**src/fpba_pkg.sv**
```systemverilog
`timescale 1ns / 1ps
// ----------------------------------------------------------------------------
// fpba_pkg - shared types for the fit-policy block allocator
// Policy codes and the control part of the search token that moves along
// the cell chain.
// ----------------------------------------------------------------------------
package fpba_pkg;

  // Placement rule; the unused code behaves as best fit.
  typedef enum logic [1:0] {
    POL_BEST  = 2'd0,
    POL_FIRST = 2'd1,
    POL_WORST = 2'd2
  } policy_t;

  // Control bits of the search token handed from cell to cell.
  typedef struct packed {
    logic valid;  // a search is at this position
    logic found;  // some earlier cell already holds a fitting block
  } tok_ctl_t;

endpackage

```
**src/fpba_cell.sv**
```systemverilog
`timescale 1ns / 1ps
// ----------------------------------------------------------------------------
// fpba_cell - one table entry of the allocator search chain
// Holds the free space of one block, takes writes addressed to it, and
// updates the passing search token when its block beats the current winner.
// ----------------------------------------------------------------------------
module fpba_cell import fpba_pkg::*; #(
  parameter int CELL_IDX  = 0,
  parameter int IDX_W     = 4,
  parameter int CNT_W     = 5,
  parameter int SIZE_BITS = 16
) (
  input  logic                 clk,
  input  logic                 rst_n,
  input  logic [1:0]           policy,
  input  logic [SIZE_BITS-1:0] req_size,
  input  logic [CNT_W-1:0]     limit,
  input  logic                 wr_en,
  input  logic [IDX_W-1:0]     wr_idx,
  input  logic [SIZE_BITS-1:0] wr_val,
  input  tok_ctl_t             tok_in,
  input  logic [IDX_W-1:0]     tok_in_pick,
  input  logic [SIZE_BITS-1:0] tok_in_rem,
  output tok_ctl_t             tok_out,
  output logic [IDX_W-1:0]     tok_out_pick,
  output logic [SIZE_BITS-1:0] tok_out_rem
);

  logic [SIZE_BITS-1:0] space_r;
  tok_ctl_t             tok_r;
  logic [IDX_W-1:0]     pick_r;
  logic [SIZE_BITS-1:0] rem_r;
  logic                 active;
  logic                 fits;
  logic                 better;
  logic                 take;

  assign active = CNT_W'(CELL_IDX) < limit;
  assign fits   = space_r >= req_size;

  // Both candidates fit, so comparing raw space orders leftovers too.
  always_comb begin
    case (policy)
      POL_FIRST: better = 1'b0;
      POL_WORST: better = space_r > tok_in_rem;
      default:   better = space_r < tok_in_rem;
    endcase
  end

  assign take = tok_in.valid && active && fits && (!tok_in.found || better);

  always_ff @(posedge clk) begin
    if (!rst_n) begin
      space_r     <= '0;
      tok_r.valid <= 1'b0;
      tok_r.found <= 1'b0;
    end else begin
      if (wr_en && (wr_idx == IDX_W'(CELL_IDX))) begin
        space_r <= wr_val;
      end
      tok_r.valid <= tok_in.valid;
      tok_r.found <= tok_in.found || take;
    end
  end

  always_ff @(posedge clk) begin
    if (take) begin
      pick_r <= IDX_W'(CELL_IDX);
      rem_r  <= space_r;
    end else begin
      pick_r <= tok_in_pick;
      rem_r  <= tok_in_rem;
    end
  end

  assign tok_out      = tok_r;
  assign tok_out_pick = pick_r;
  assign tok_out_rem  = rem_r;

endmodule

```
**src/fit_policy_block_allocator.sv**
```systemverilog
`timescale 1ns / 1ps
// ----------------------------------------------------------------------------
// fit_policy_block_allocator - best / first / worst fit block allocator
// A chain of cells holds the free space of each block; a request token
// walks the chain and picks the block under the selected placement rule.
// ----------------------------------------------------------------------------
// Usage: a transaction is taken when start is high and busy is low. A load
// transaction writes a block size and returns its result on the cycle after
// acceptance without raising busy, so loads can be issued back to back. A
// request transaction raises busy while the search token crosses all
// NUM_BLOCKS cells, one cell per clock, then commits the reduced space of
// the winner; busy drops in the same cycle that its result is on the ports,
// so the next transaction can be taken at the edge that ends the result
// cycle. A new request is not taken while one is in flight, and the length
// of the cell chain, not block_count, sets how long each one takes. Every
// result is shown for exactly one cycle with out_valid high; the receiver
// cannot stall, so it must capture each result when out_valid is seen.
// Configuration (policy, block_count) is written with cfg_we while idle.
// ----------------------------------------------------------------------------
module fit_policy_block_allocator import fpba_pkg::*; #(
  parameter int NUM_BLOCKS = 16,
  parameter int SIZE_BITS  = 16
) (
  input  logic        clk,
  input  logic        rst_n,
  // command channel
  input  logic        start,
  output logic        busy,
  input  logic        in_operation,
  input  logic [3:0]  in_block_index,
  input  logic [15:0] in_size,
  // result channel
  output logic        out_valid,
  output logic [1:0]  out_status,
  output logic [3:0]  out_granted_block,
  output logic [15:0] out_space_left,
  // configuration
  input  logic        cfg_we,
  input  logic        cfg_index,
  input  logic [4:0]  cfg_wdata
);

  localparam int IDX_W = (NUM_BLOCKS > 1) ? $clog2(NUM_BLOCKS) : 1;
  localparam int CNT_W = $clog2(NUM_BLOCKS + 1);
  localparam int LIM_W = (CNT_W > 5) ? CNT_W : 5;

  localparam logic OP_LOAD    = 1'b0;
  localparam logic OP_REQUEST = 1'b1;

  localparam logic CFG_POLICY = 1'b0;
  localparam logic CFG_COUNT  = 1'b1;

  localparam logic [1:0] ST_LOADED = 2'd0;
  localparam logic [1:0] ST_ALLOC  = 2'd1;
  localparam logic [1:0] ST_NOFIT  = 2'd2;

  // Configuration registers
  logic [1:0]           policy_r;
  logic [4:0]           blk_cnt_r;
  logic [CNT_W-1:0]     limit;

  // Control
  logic                 accept;
  logic                 busy_r;
  logic                 inj_r;
  logic [SIZE_BITS-1:0] req_size_r;
  logic [SIZE_BITS-1:0] in_size_ext;
  logic                 load_in_range;

  // Cell write port
  logic                 wr_en;
  logic [IDX_W-1:0]     wr_idx;
  logic [SIZE_BITS-1:0] wr_val;

  // Search token chain; position 0 is the injection point.
  tok_ctl_t             tok_ctl  [NUM_BLOCKS+1];
  logic [IDX_W-1:0]     tok_pick [NUM_BLOCKS+1];
  logic [SIZE_BITS-1:0] tok_rem  [NUM_BLOCKS+1];

  tok_ctl_t             last_ctl;
  logic [SIZE_BITS-1:0] left_val;
  logic                 commit;

  // Result registers
  logic                 out_valid_r;
  logic [1:0]           out_status_r;
  logic [3:0]           out_block_r;
  logic [15:0]          out_left_r;

  assign accept        = start && !busy_r;
  assign in_size_ext   = SIZE_BITS'(in_size);
  assign load_in_range = 32'(in_block_index) < NUM_BLOCKS;

  // A count above the table size searches the whole table.
  assign limit = (LIM_W'(blk_cnt_r) > LIM_W'(NUM_BLOCKS)) ? CNT_W'(NUM_BLOCKS)
                                                          : CNT_W'(blk_cnt_r);

  always_ff @(posedge clk) begin
    if (!rst_n) begin
      policy_r  <= POL_BEST;
      blk_cnt_r <= 5'd16;
    end else if (cfg_we) begin
      case (cfg_index)
        CFG_POLICY: policy_r  <= cfg_wdata[1:0];
        CFG_COUNT:  blk_cnt_r <= cfg_wdata;
        default:    ;
      endcase
    end
  end

  // Token injection
  assign tok_ctl[0]  = '{valid: inj_r, found: 1'b0};
  assign tok_pick[0] = '0;
  assign tok_rem[0]  = '0;

  assign last_ctl = tok_ctl[NUM_BLOCKS];
  assign commit   = last_ctl.valid && last_ctl.found;
  assign left_val = tok_rem[NUM_BLOCKS] - req_size_r;

  // Load writes happen only when idle; commits only while busy.
  always_comb begin
    if (commit) begin
      wr_en  = 1'b1;
      wr_idx = tok_pick[NUM_BLOCKS];
      wr_val = left_val;
    end else begin
      wr_en  = accept && (in_operation == OP_LOAD) && load_in_range;
      wr_idx = IDX_W'(in_block_index);
      wr_val = in_size_ext;
    end
  end

  genvar k;
  generate
    for (k = 0; k < NUM_BLOCKS; k++) begin : g_cell
      fpba_cell #(
        .CELL_IDX  (k),
        .IDX_W     (IDX_W),
        .CNT_W     (CNT_W),
        .SIZE_BITS (SIZE_BITS)
      ) u_cell (
        .clk          (clk),
        .rst_n        (rst_n),
        .policy       (policy_r),
        .req_size     (req_size_r),
        .limit        (limit),
        .wr_en        (wr_en),
        .wr_idx       (wr_idx),
        .wr_val       (wr_val),
        .tok_in       (tok_ctl[k]),
        .tok_in_pick  (tok_pick[k]),
        .tok_in_rem   (tok_rem[k]),
        .tok_out      (tok_ctl[k+1]),
        .tok_out_pick (tok_pick[k+1]),
        .tok_out_rem  (tok_rem[k+1])
      );
    end
  endgenerate

  // Control: busy covers a request from acceptance to commit.
  always_ff @(posedge clk) begin
    if (!rst_n) begin
      busy_r      <= 1'b0;
      inj_r       <= 1'b0;
      out_valid_r <= 1'b0;
    end else begin
      inj_r       <= accept && (in_operation == OP_REQUEST);
      out_valid_r <= (accept && (in_operation == OP_LOAD)) || last_ctl.valid;
      if (accept && (in_operation == OP_REQUEST)) begin
        busy_r <= 1'b1;
      end else if (last_ctl.valid) begin
        busy_r <= 1'b0;
      end
    end
  end

  always_ff @(posedge clk) begin
    if (accept && (in_operation == OP_REQUEST)) begin
      req_size_r <= in_size_ext;
    end
  end

  // Result payload
  always_ff @(posedge clk) begin
    if (last_ctl.valid) begin
      if (last_ctl.found) begin
        out_status_r <= ST_ALLOC;
        out_block_r  <= 4'(tok_pick[NUM_BLOCKS]);
        out_left_r   <= 16'(left_val);
      end else begin
        out_status_r <= ST_NOFIT;
        out_block_r  <= '0;
        out_left_r   <= '0;
      end
    end else if (accept && (in_operation == OP_LOAD)) begin
      out_status_r <= ST_LOADED;
      out_block_r  <= in_block_index;
      out_left_r   <= load_in_range ? 16'(in_size_ext) : 16'd0;
    end
  end

  assign busy              = busy_r;
  assign out_valid         = out_valid_r;
  assign out_status        = out_status_r;
  assign out_granted_block = out_block_r;
  assign out_space_left    = out_left_r;

endmodule
```
**config.mk**
```make
export PLATFORM = sky130hd
export DESIGN_NAME = fit_policy_block_allocator
export DESIGN_NICKNAME = d
export VERILOG_FILES = /design/src/fpba_pkg.sv /design/src/fpba_cell.sv /design/src/fit_policy_block_allocator.sv
export SDC_FILE = /design/constraint.sdc
export NUM_CORES = 2
export LEC_CHECK = 0
export ABC_AREA = 1
export BUFFER_PORTS_ARGS = -buffer_cell sky130_fd_sc_hd__buf_2
export CAP_MARGIN = 10
export CORE_UTILIZATION = 55
export CTS_CLUSTER_SIZE = 20
export DETAILED_ROUTE_END_ITERATION = 16
export PLACE_DENSITY = 0.75
export SYNTH_ARGS = -nofsm -noshare
export SYNTH_HDL_FRONTEND = slang
export SYNTH_SLANG_ARGS = --single-unit
```
**constraint.sdc**
```tcl
create_clock -name clk -period 3.3 [get_ports clk]
set_input_delay 0.495 -clock clk [delete_from_list [all_inputs] [get_ports clk]]
set_output_delay 0.495 -clock clk [all_outputs]
set_load 0.05 [all_outputs]
```
## After elaboration in Yosys (flattened, before gate mapping)

Cells that the tools add are included.
W data, S select, Z words.

- Flip-flop bits (word level): 641
- Bits of input ports: 31
- Output and inout port bits: 24
- Word-level logic and storage cells: 336

- Add/subtract/negate cells: 1
- Magnitude comparators: 63
- Eq/ne operators: 17
- Muxes and demuxes: 46
- Bitwise operators: 2
- Reductions and logical operators: 119

Operator list:

| kind | number |
|---|---|
| $mux W16 | 19 |
| $ge A16 B16 Y1 | 16 |
| $gt A16 B16 Y1 | 15 |
| $lt A16 B16 Y1 | 15 |
| $logic_and A1 B1 Y1 | 67 |
| $lt A4 B5 Y1 const A | 8 |
| $eq A4 B4 Y1 const B | 8 |
| $logic_or A1 B1 Y1 | 31 |
| $pmux W1 S2 | 15 |
| $lt A3 B5 Y1 const A | 4 |
| $eq A4 B3 Y1 const B | 4 |
| $logic_not A1 Y1 | 16 |
| $mux W4 | 4 |
| $sub A16 B16 Y16 | 1 |
| $lt A1 B5 Y1 const A | 2 |
| $lt A2 B5 Y1 const A | 2 |
| $eq A4 B2 Y1 const B | 2 |
| $mux W2 | 3 |
| $gt A5 B5 Y1 const B | 1 |
| $mux W5 | 1 |
| $eq A4 B1 Y1 const B | 1 |
| $logic_not A4 Y1 | 1 |
| $mux W1 | 4 |
| $reduce_and A2 Y1 | 2 |
| other kinds (4) | 6 |

## Logic depth before layout (Yosys ltp)

- Depth after elaboration: 7
- Depth in mapped cells: 17
- Depth with buffers taken out: 16

## Cells and area by module

A second synthesis with hierarchy kept.

- Cells, all modules: 5414
- Area, all modules: 39415.3 sq um

Modules (own cells, without submodules):

| module | times used | cells each | area an instance (sq um) | seq. area each (sq um) |
|---|---|---|---|---|
| fit_policy_block_allocator | 1 | 383 | 2952.8 | 1341.3 |
| fpba_cell (g_cell[12].u_cell) | 1 | 311 | 2339.7 | 760.7 |
| fpba_cell (g_cell[7].u_cell) | 1 | 315 | 2326.0 | 760.7 |
| fpba_cell (g_cell[6].u_cell) | 1 | 316 | 2317.2 | 760.7 |
| fpba_cell (g_cell[5].u_cell) | 1 | 315 | 2312.2 | 760.7 |
| fpba_cell (g_cell[10].u_cell) | 1 | 317 | 2304.7 | 760.7 |
| fpba_cell (g_cell[9].u_cell) | 1 | 315 | 2297.2 | 760.7 |
| fpba_cell (g_cell[14].u_cell) | 1 | 313 | 2294.7 | 760.7 |
| fpba_cell (g_cell[13].u_cell) | 1 | 312 | 2292.2 | 760.7 |
| fpba_cell (g_cell[0].u_cell) | 1 | 315 | 2290.9 | 760.7 |
| fpba_cell (g_cell[11].u_cell) | 1 | 314 | 2284.7 | 760.7 |
| fpba_cell (g_cell[3].u_cell) | 1 | 315 | 2273.4 | 760.7 |
| fpba_cell (g_cell[2].u_cell) | 1 | 317 | 2230.9 | 760.7 |
| fpba_cell (g_cell[4].u_cell) | 1 | 315 | 2227.1 | 760.7 |
| 3 more rows | -- | -- | -- | -- |

## Worst setup path after synthesis

No wires, ideal clock.

- Path type: flip-flop to flip-flop
- Start: register req_size_r[0]
- End: register out_left_r[10], in the netlist out_space_left[10] (data pin)
- Library setup time: 268 ps
- Data arrival time: 2256 ps
- Data required time: 3032 ps
- Setup slack: 777 ps
- Stages on the path, launching flop included: 13
- Buffers on the path: 1
- Period minus slack after synthesis: 2523 ps
- Cell sequence: edfxtp_1 -> ha_1 -> inv_1 -> fa_1 -> nand3_1 -> nand2_1 -> nand2_1 -> nand2_1 -> nand2_1 -> nand3b_1 -> nand3_1 -> clkbuf_1 -> nand2_1

- Word-level cells in the longest chain between the ends: 3

Ends and longest elaborated chain:

| element | RTL line | RTL |
|---|---|---|
| from (decl) | fit_policy_block_allocator.sv:66 | `logic [SIZE_BITS-1:0] req_size_r;` |
| from (signal assigned) | fit_policy_block_allocator.sv:179 | `req_size_r <= in_size_ext;` |
| $sub A16 B16 Y16 | fit_policy_block_allocator.sv:118 | `assign left_val = tok_rem[NUM_BLOCKS] - req_size_r;` |
| $mux W16 | fit_policy_block_allocator.sv:186 | `if (last_ctl.found) begin` |
| $mux W16 | fit_policy_block_allocator.sv:185 | `if (last_ctl.valid) begin` |
| to (signal assigned) | fit_policy_block_allocator.sv:189 | `out_left_r <= 16'(left_val);` |
| to (signal assigned) | fit_policy_block_allocator.sv:198 | `out_left_r <= load_in_range ? 16'(in_size_ext) : 16'd0;` |
| to (decl) | fit_policy_block_allocator.sv:88 | `logic [15:0] out_left_r;` |

No other way between the ends.
A chain may end at the register's enable or synchronous reset.

## Worst setup path after layout

- Start: register req_size_r[10]
- End: register g_cell[5].u_cell.rem_r[8]

- Word-level cells in the longest chain between the ends: 4

Ends and longest elaborated chain:

| element | RTL line | RTL |
|---|---|---|
| $ge A16 B16 Y1 | fpba_cell.sv:39 | `assign fits = space_r >= req_size;` |
| $logic_and A1 B1 Y1 (2 in series) | fpba_cell.sv:50 | `assign take = tok_in.valid && active && fits && (!tok_in.found \|\| better);` |
| $mux W16 | fpba_cell.sv:67 | `if (take) begin` |
| to (signal assigned) | fpba_cell.sv:69 | `rem_r <= space_r;` |
| to (signal assigned) | fpba_cell.sv:72 | `rem_r <= tok_in_rem;` |
| to (decl) | fpba_cell.sv:32 | `logic [SIZE_BITS-1:0] rem_r;` |

No other way between the ends.

==> flow_results.org <==
** Run status
- The run finished with clean final reports.

** Route
- Post-detailed-route wirelength per cell :: a little under 20 um
- Summed over all layers, the routed wires come to between 100,000 and 150,000 um.
- Total via count after detailed routing :: 33,600
- DRC marker count from the first detailed-route iteration :: 3,560
- For this run, design rule violations remaining after detail routing come to 0.
- Once detail routing completed, the nets flagged for antenna violations numbered 0.
- Dividing the detail-routed via count by the number of cells gives 5.61.
- First-pass DRT Iterations :: 6

** Logic synthesis
- The share of synthesized area in the top cell type comes to roughly a third.
- Leading register cell type out of synthesis :: dfxtp_1
- Area of the mapped netlist :: ~36,000 um2
- The share of the Yosys chip area taken by registers is between 30 and 40%.
- A synthesized cell averages 7.24 um2.
- Ranked by total cell area, the synthesized netlist is headed by dfxtp_1 (33%), ha_1 (18%), nand2_1 (13%), inv_1 (7.0%), nand3_1 (6.5%).
- Count of distinct cell types in the synthesized netlist :: 45
- Number of enable flip-flop cells after synthesis :: 38
- dfxtp_1 takes more of the synthesized area than any other cell.
- In the synthesized netlist, the number of instances is between 4,000 and 5,000.
- Synthesis produced a netlist with a net count of 5,541.
- Ranked by instance count, the synthesized netlist is headed by nand2_1 (1,206), inv_1 (678), dfxtp_1 (603), nor2_1 (572), ha_1 (512).
- Most frequent cell after synthesis :: nand2_1
- Share of flip-flops with an asynchronous set or reset after synthesis :: 0%
- For this run, the number of Yosys warnings is 0.
- Synthesis inferred around 640 register bits.

** Worst setup path
- Along the worst path, the maximum fanout reaches 18.
- Crit path max-delay family :: simple AND/OR/NAND/NOR gates
- Cell breakdown of the critical path :: inv_1 -> buf_4 -> ha_1 -> nand2_1 -> nor4_1 -> nand2_1 -> nand3_1 -> nand2_1 -> clkinv_1 -> nand2_1 -> nand2_1 -> nand2_1
- Setup crit start kind :: flop
- Flop2flop setup slack :: around 0.22 ns
- Endpoint class of the critical path :: flop
- Cell occurring most often along the worst timing path :: nand2_1
- Counting cells, the worst reg-to-reg path comes to 12.
- Worst flop-to-flop path endpoint :: g_cell[5].u_cell.tok_out_rem[8]$_DFF_P_
- Counting both buffers and inverters, the worst setup path holds a total of 3.
- Type of the setup path with the least slack :: reg2reg
- Reg-to-reg critical path startpoint :: req_size_r[10]$_DFFE_PP_
- Data arrival time of the worst path :: around 3.6 ns
- Worst path max stage delay :: roughly 0.58 ns
- Data required time at the worst endpoint :: about 3.8 ns
- In this run the worst setup path begins at req_size_r[10]$_DFFE_PP_.
- The slowest stage of the critical path belongs to the cell inv_1.

** Layout
- The final layout contains 5,622 nets.
- Number of filler instances in the final layout :: 5,799
- Once layout is complete, the cells apart from fillers number between 5,000 and 6,000.
- From synthesis to final layout, the design area changed by 11.2%.
- Cells with a size suffix above 1 make up 6.78% of the layout.
- Once layout is complete, the utilization of the core stands at 62.2%.

** Clocking
- CTS tree :: built
- Sinks on the clock net :: 641
- The H-tree generated during clock tree synthesis spans 3 levels.
- Once the clock tree was built, the resizer swapped 0 gates to a different size.
- After clock tree synthesis, the clock-pin slew on the worst setup and hold paths is 0.06 ns.
- CTS placed an instance of clkbuf_16 at the clock tree root.
- Post-CTS Setup Bufs :: 0
- Clock latency on the worst-skew pair, taken at its later pin, is 0.63 ns.
- Clock buffer count from CTS :: 71
- CTS hold repair buffers :: 0
- No sink is reached through more buffers than the 3 on the longest clock path.

** Placement
- The number of placed instances, taps included, is between 5,000 and 6,000.
- Worst slack after detailed placement :: approximately 0.33 ns
- Weighted congestion at the end of routability-driven global placement :: 0.961
- Port buffering added 54 buffers.
- Detailed placement ended at an HPWL of 81,700 um.

** Power
- Overall power consumption :: 17,400 uW
- Worst ir drop on vdd :: 378 uV
- Power density over the cells :: about 430 nW/um2
- Summed over all cells, the static leakage comes to 0.0205 uW.

** Global route
- For this run the aggregate overflow at the end of global routing stands at 0.
- Entering global routing, the biggest net connects 77 pins.
- The via count of the first global-routing pass came to 30,900.
- Initial antenna violation count :: 1
- Wire length of the first global-routing pass :: 178,000 um
- Total global-route track usage :: 34.7%

** Timing
- Skew final :: 0.0331 ns
- Achievable frequency :: around 320 MHz
- Setup-violating endpoint count in the final report :: 0
- Adding up every negative setup slack in the final design gives 0 ns.
- Final Cycle Share :: between 90% and 100%
- Fin. max-slew vios :: 0
- The number of hold-slack violations in the final timing report is 0.
- Final worst setup slack :: 0.220 ns
- In this run the tightest slew margin relative to its limit is about a fifth.
- Setup repair after global routing left no endpoint under its margin.
- The worst path needs 3.08 ns of the cycle, external delays included.
- For the pin with the worst max-slew slack, the measured transition is 1.21 ns.

** Worst hold path
- Number of cells on the worst hold path :: 1
- The min-delay analysis places its worst path in the category in2reg.
- For hold timing, the worst endpoint is req_size_r[1]$_DFFE_PP_.
- Start point of the worst hold path :: in_size[1]

** Floorplan
- Std-Cell Core Area :: 64,700 um2
- I/O pin count :: 55
- Total number of placement rows :: between 90 and 100
- Height of the die :: 258 um
- Effective utilization at floorplan :: 55.9%
- The die covers 66,800 um2.
- In this run the horizontal extent of the chip is 258 um.

** Job
- Maxcap violations :: 0
-- worst register-to-register path, cell delays in order, from the launching register on --
cell and delay [ns]:
edfxtp_1 0.35, inv_1 0.58, buf_4 0.32, ha_1 0.15
nand2_1 0.05, nor4_1 0.48, nand2_1 0.12, nand3_1 0.14
nand2_1 0.07, clkinv_1 0.06, nand2_1 0.39, nand2_1 0.20
nand2_1 0.06
-- worst max path at each step --
stage | end | slack (ns) | cells after the start
4_1_cts | g_cell[5].u_cell.tok_out_rem[8]$_DFF_P_ | 0.34 | 12
3_5_place_dp | g_cell[5].u_cell.tok_out_rem[8]$_DFF_P_ | 0.33 | 12
2_1_floorplan | out_space_left[10]$_DFFE_PP_ | 0.78 | 12
6_report | g_cell[5].u_cell.tok_out_rem[8]$_DFF_P_ | 0.22 | 12
5_1_grt | g_cell[5].u_cell.tok_out_rem[13]$_DFF_P_ | 0.05 | 12
3_3_place_gp | g_cell[5].u_cell.tok_out_rem[3]$_DFF_P_ | 0.39 | 12
-- registers in the layout, indices dropped and copies added, names as in the netlist --
register,flops
g_cell.u_cell.space_r,256
g_cell.u_cell.tok_out_rem,256
g_cell.u_cell.tok_out_pick,49
g_cell.u_cell.tok_out,32
out_space_left,16
req_size_r,16
blk_cnt_r,5
out_granted_block,4
out_status,2
policy_r,2
busy,1
inj_r,1
out_valid,1
-- area by class of cell --
type	count	area, um2	share of cell area (%)
clock buffers	106	2170	5.41
clock inverters	22	246	0.613
multi-input cells	3494	19600	48.8
flip-flops and latches	641	13200	32.9
inverters	715	2690	6.70
repair buffers	155	1190	2.96
well taps	855	1070	2.66
diodes	1	2.50	0.00622
-- per-stage QoR --
stage | instance area, um2 | hold WS, ns
6_report | 40200 | 0.0682
3_3_place_gp | 37800 | 0.391
3_5_place_dp | 37800 | 0.393
4_1_cts | 40200 | 0.0475
5_1_grt | 40200 | 0.0710
2_1_floorplan | 36200 | 0.387
-- placed cells by master (no fill, tap or decap), drive strengths merged --
cell      synthesis  routed
a211oi            2       2
a21boi            8       8
a21o              1       1
a21oi           317     317
a31oi             8       8
and2              1       1
buf              81     155
bufinv            0       4
clkbuf           66     106
clkinv           12      25
clkinvlp          0       1
dfxtp           603     603
diode             0       1
edfxtp           38      38
fa                1       1
ha              512     512
inv             703     707
nand2          1229    1229
nand3           477     477
nand3b            6       6
nand4            35      35
nor2            583     583
nor3             22      22
nor3b             2       2
nor4              5       5
o211a             1       1
o211ai           18      18
o21a             27      27
o21ai           217     217
o21bai           18      18
or2               3       3
xor2              1       1
-- where the power goes --
group | leakage [uW] | switching (uW) | internal (uW)
Sequential | 0.00521 | 64.0 | 7880
Clock | 0.00120 | 3360 | 4890
Combinational | 0.0141 | 854 | 337
Total | 0.0205 | 4270 | 13100
-- per-layer routing --
layer	wire length (um)	part of all wire [%]	global-route usage, %
met3	11600	10	5.88
met5	39	0.033	0
met1	48100	41	45.8
met2	50400	43	54.1
met4	6500	5.6	18.3
-- kinds of logic (layout without fill, tap and decap cells) --
logic type,Yosys count,in the layout,share of synthesized area [%]
AO/OA/AOI/OAI,617,617,9.19
XOR/XNOR,1,1,0.0242
adder cells (fa/ha/maj),513,513,17.8
buffers and inverters,862,998,9.33
flip-flops,641,641,36.5
other,0,1,0
AND/OR/NAND/NOR,2363,2363,27.2
No activity file was read; power rests on OpenSTA's default activity.
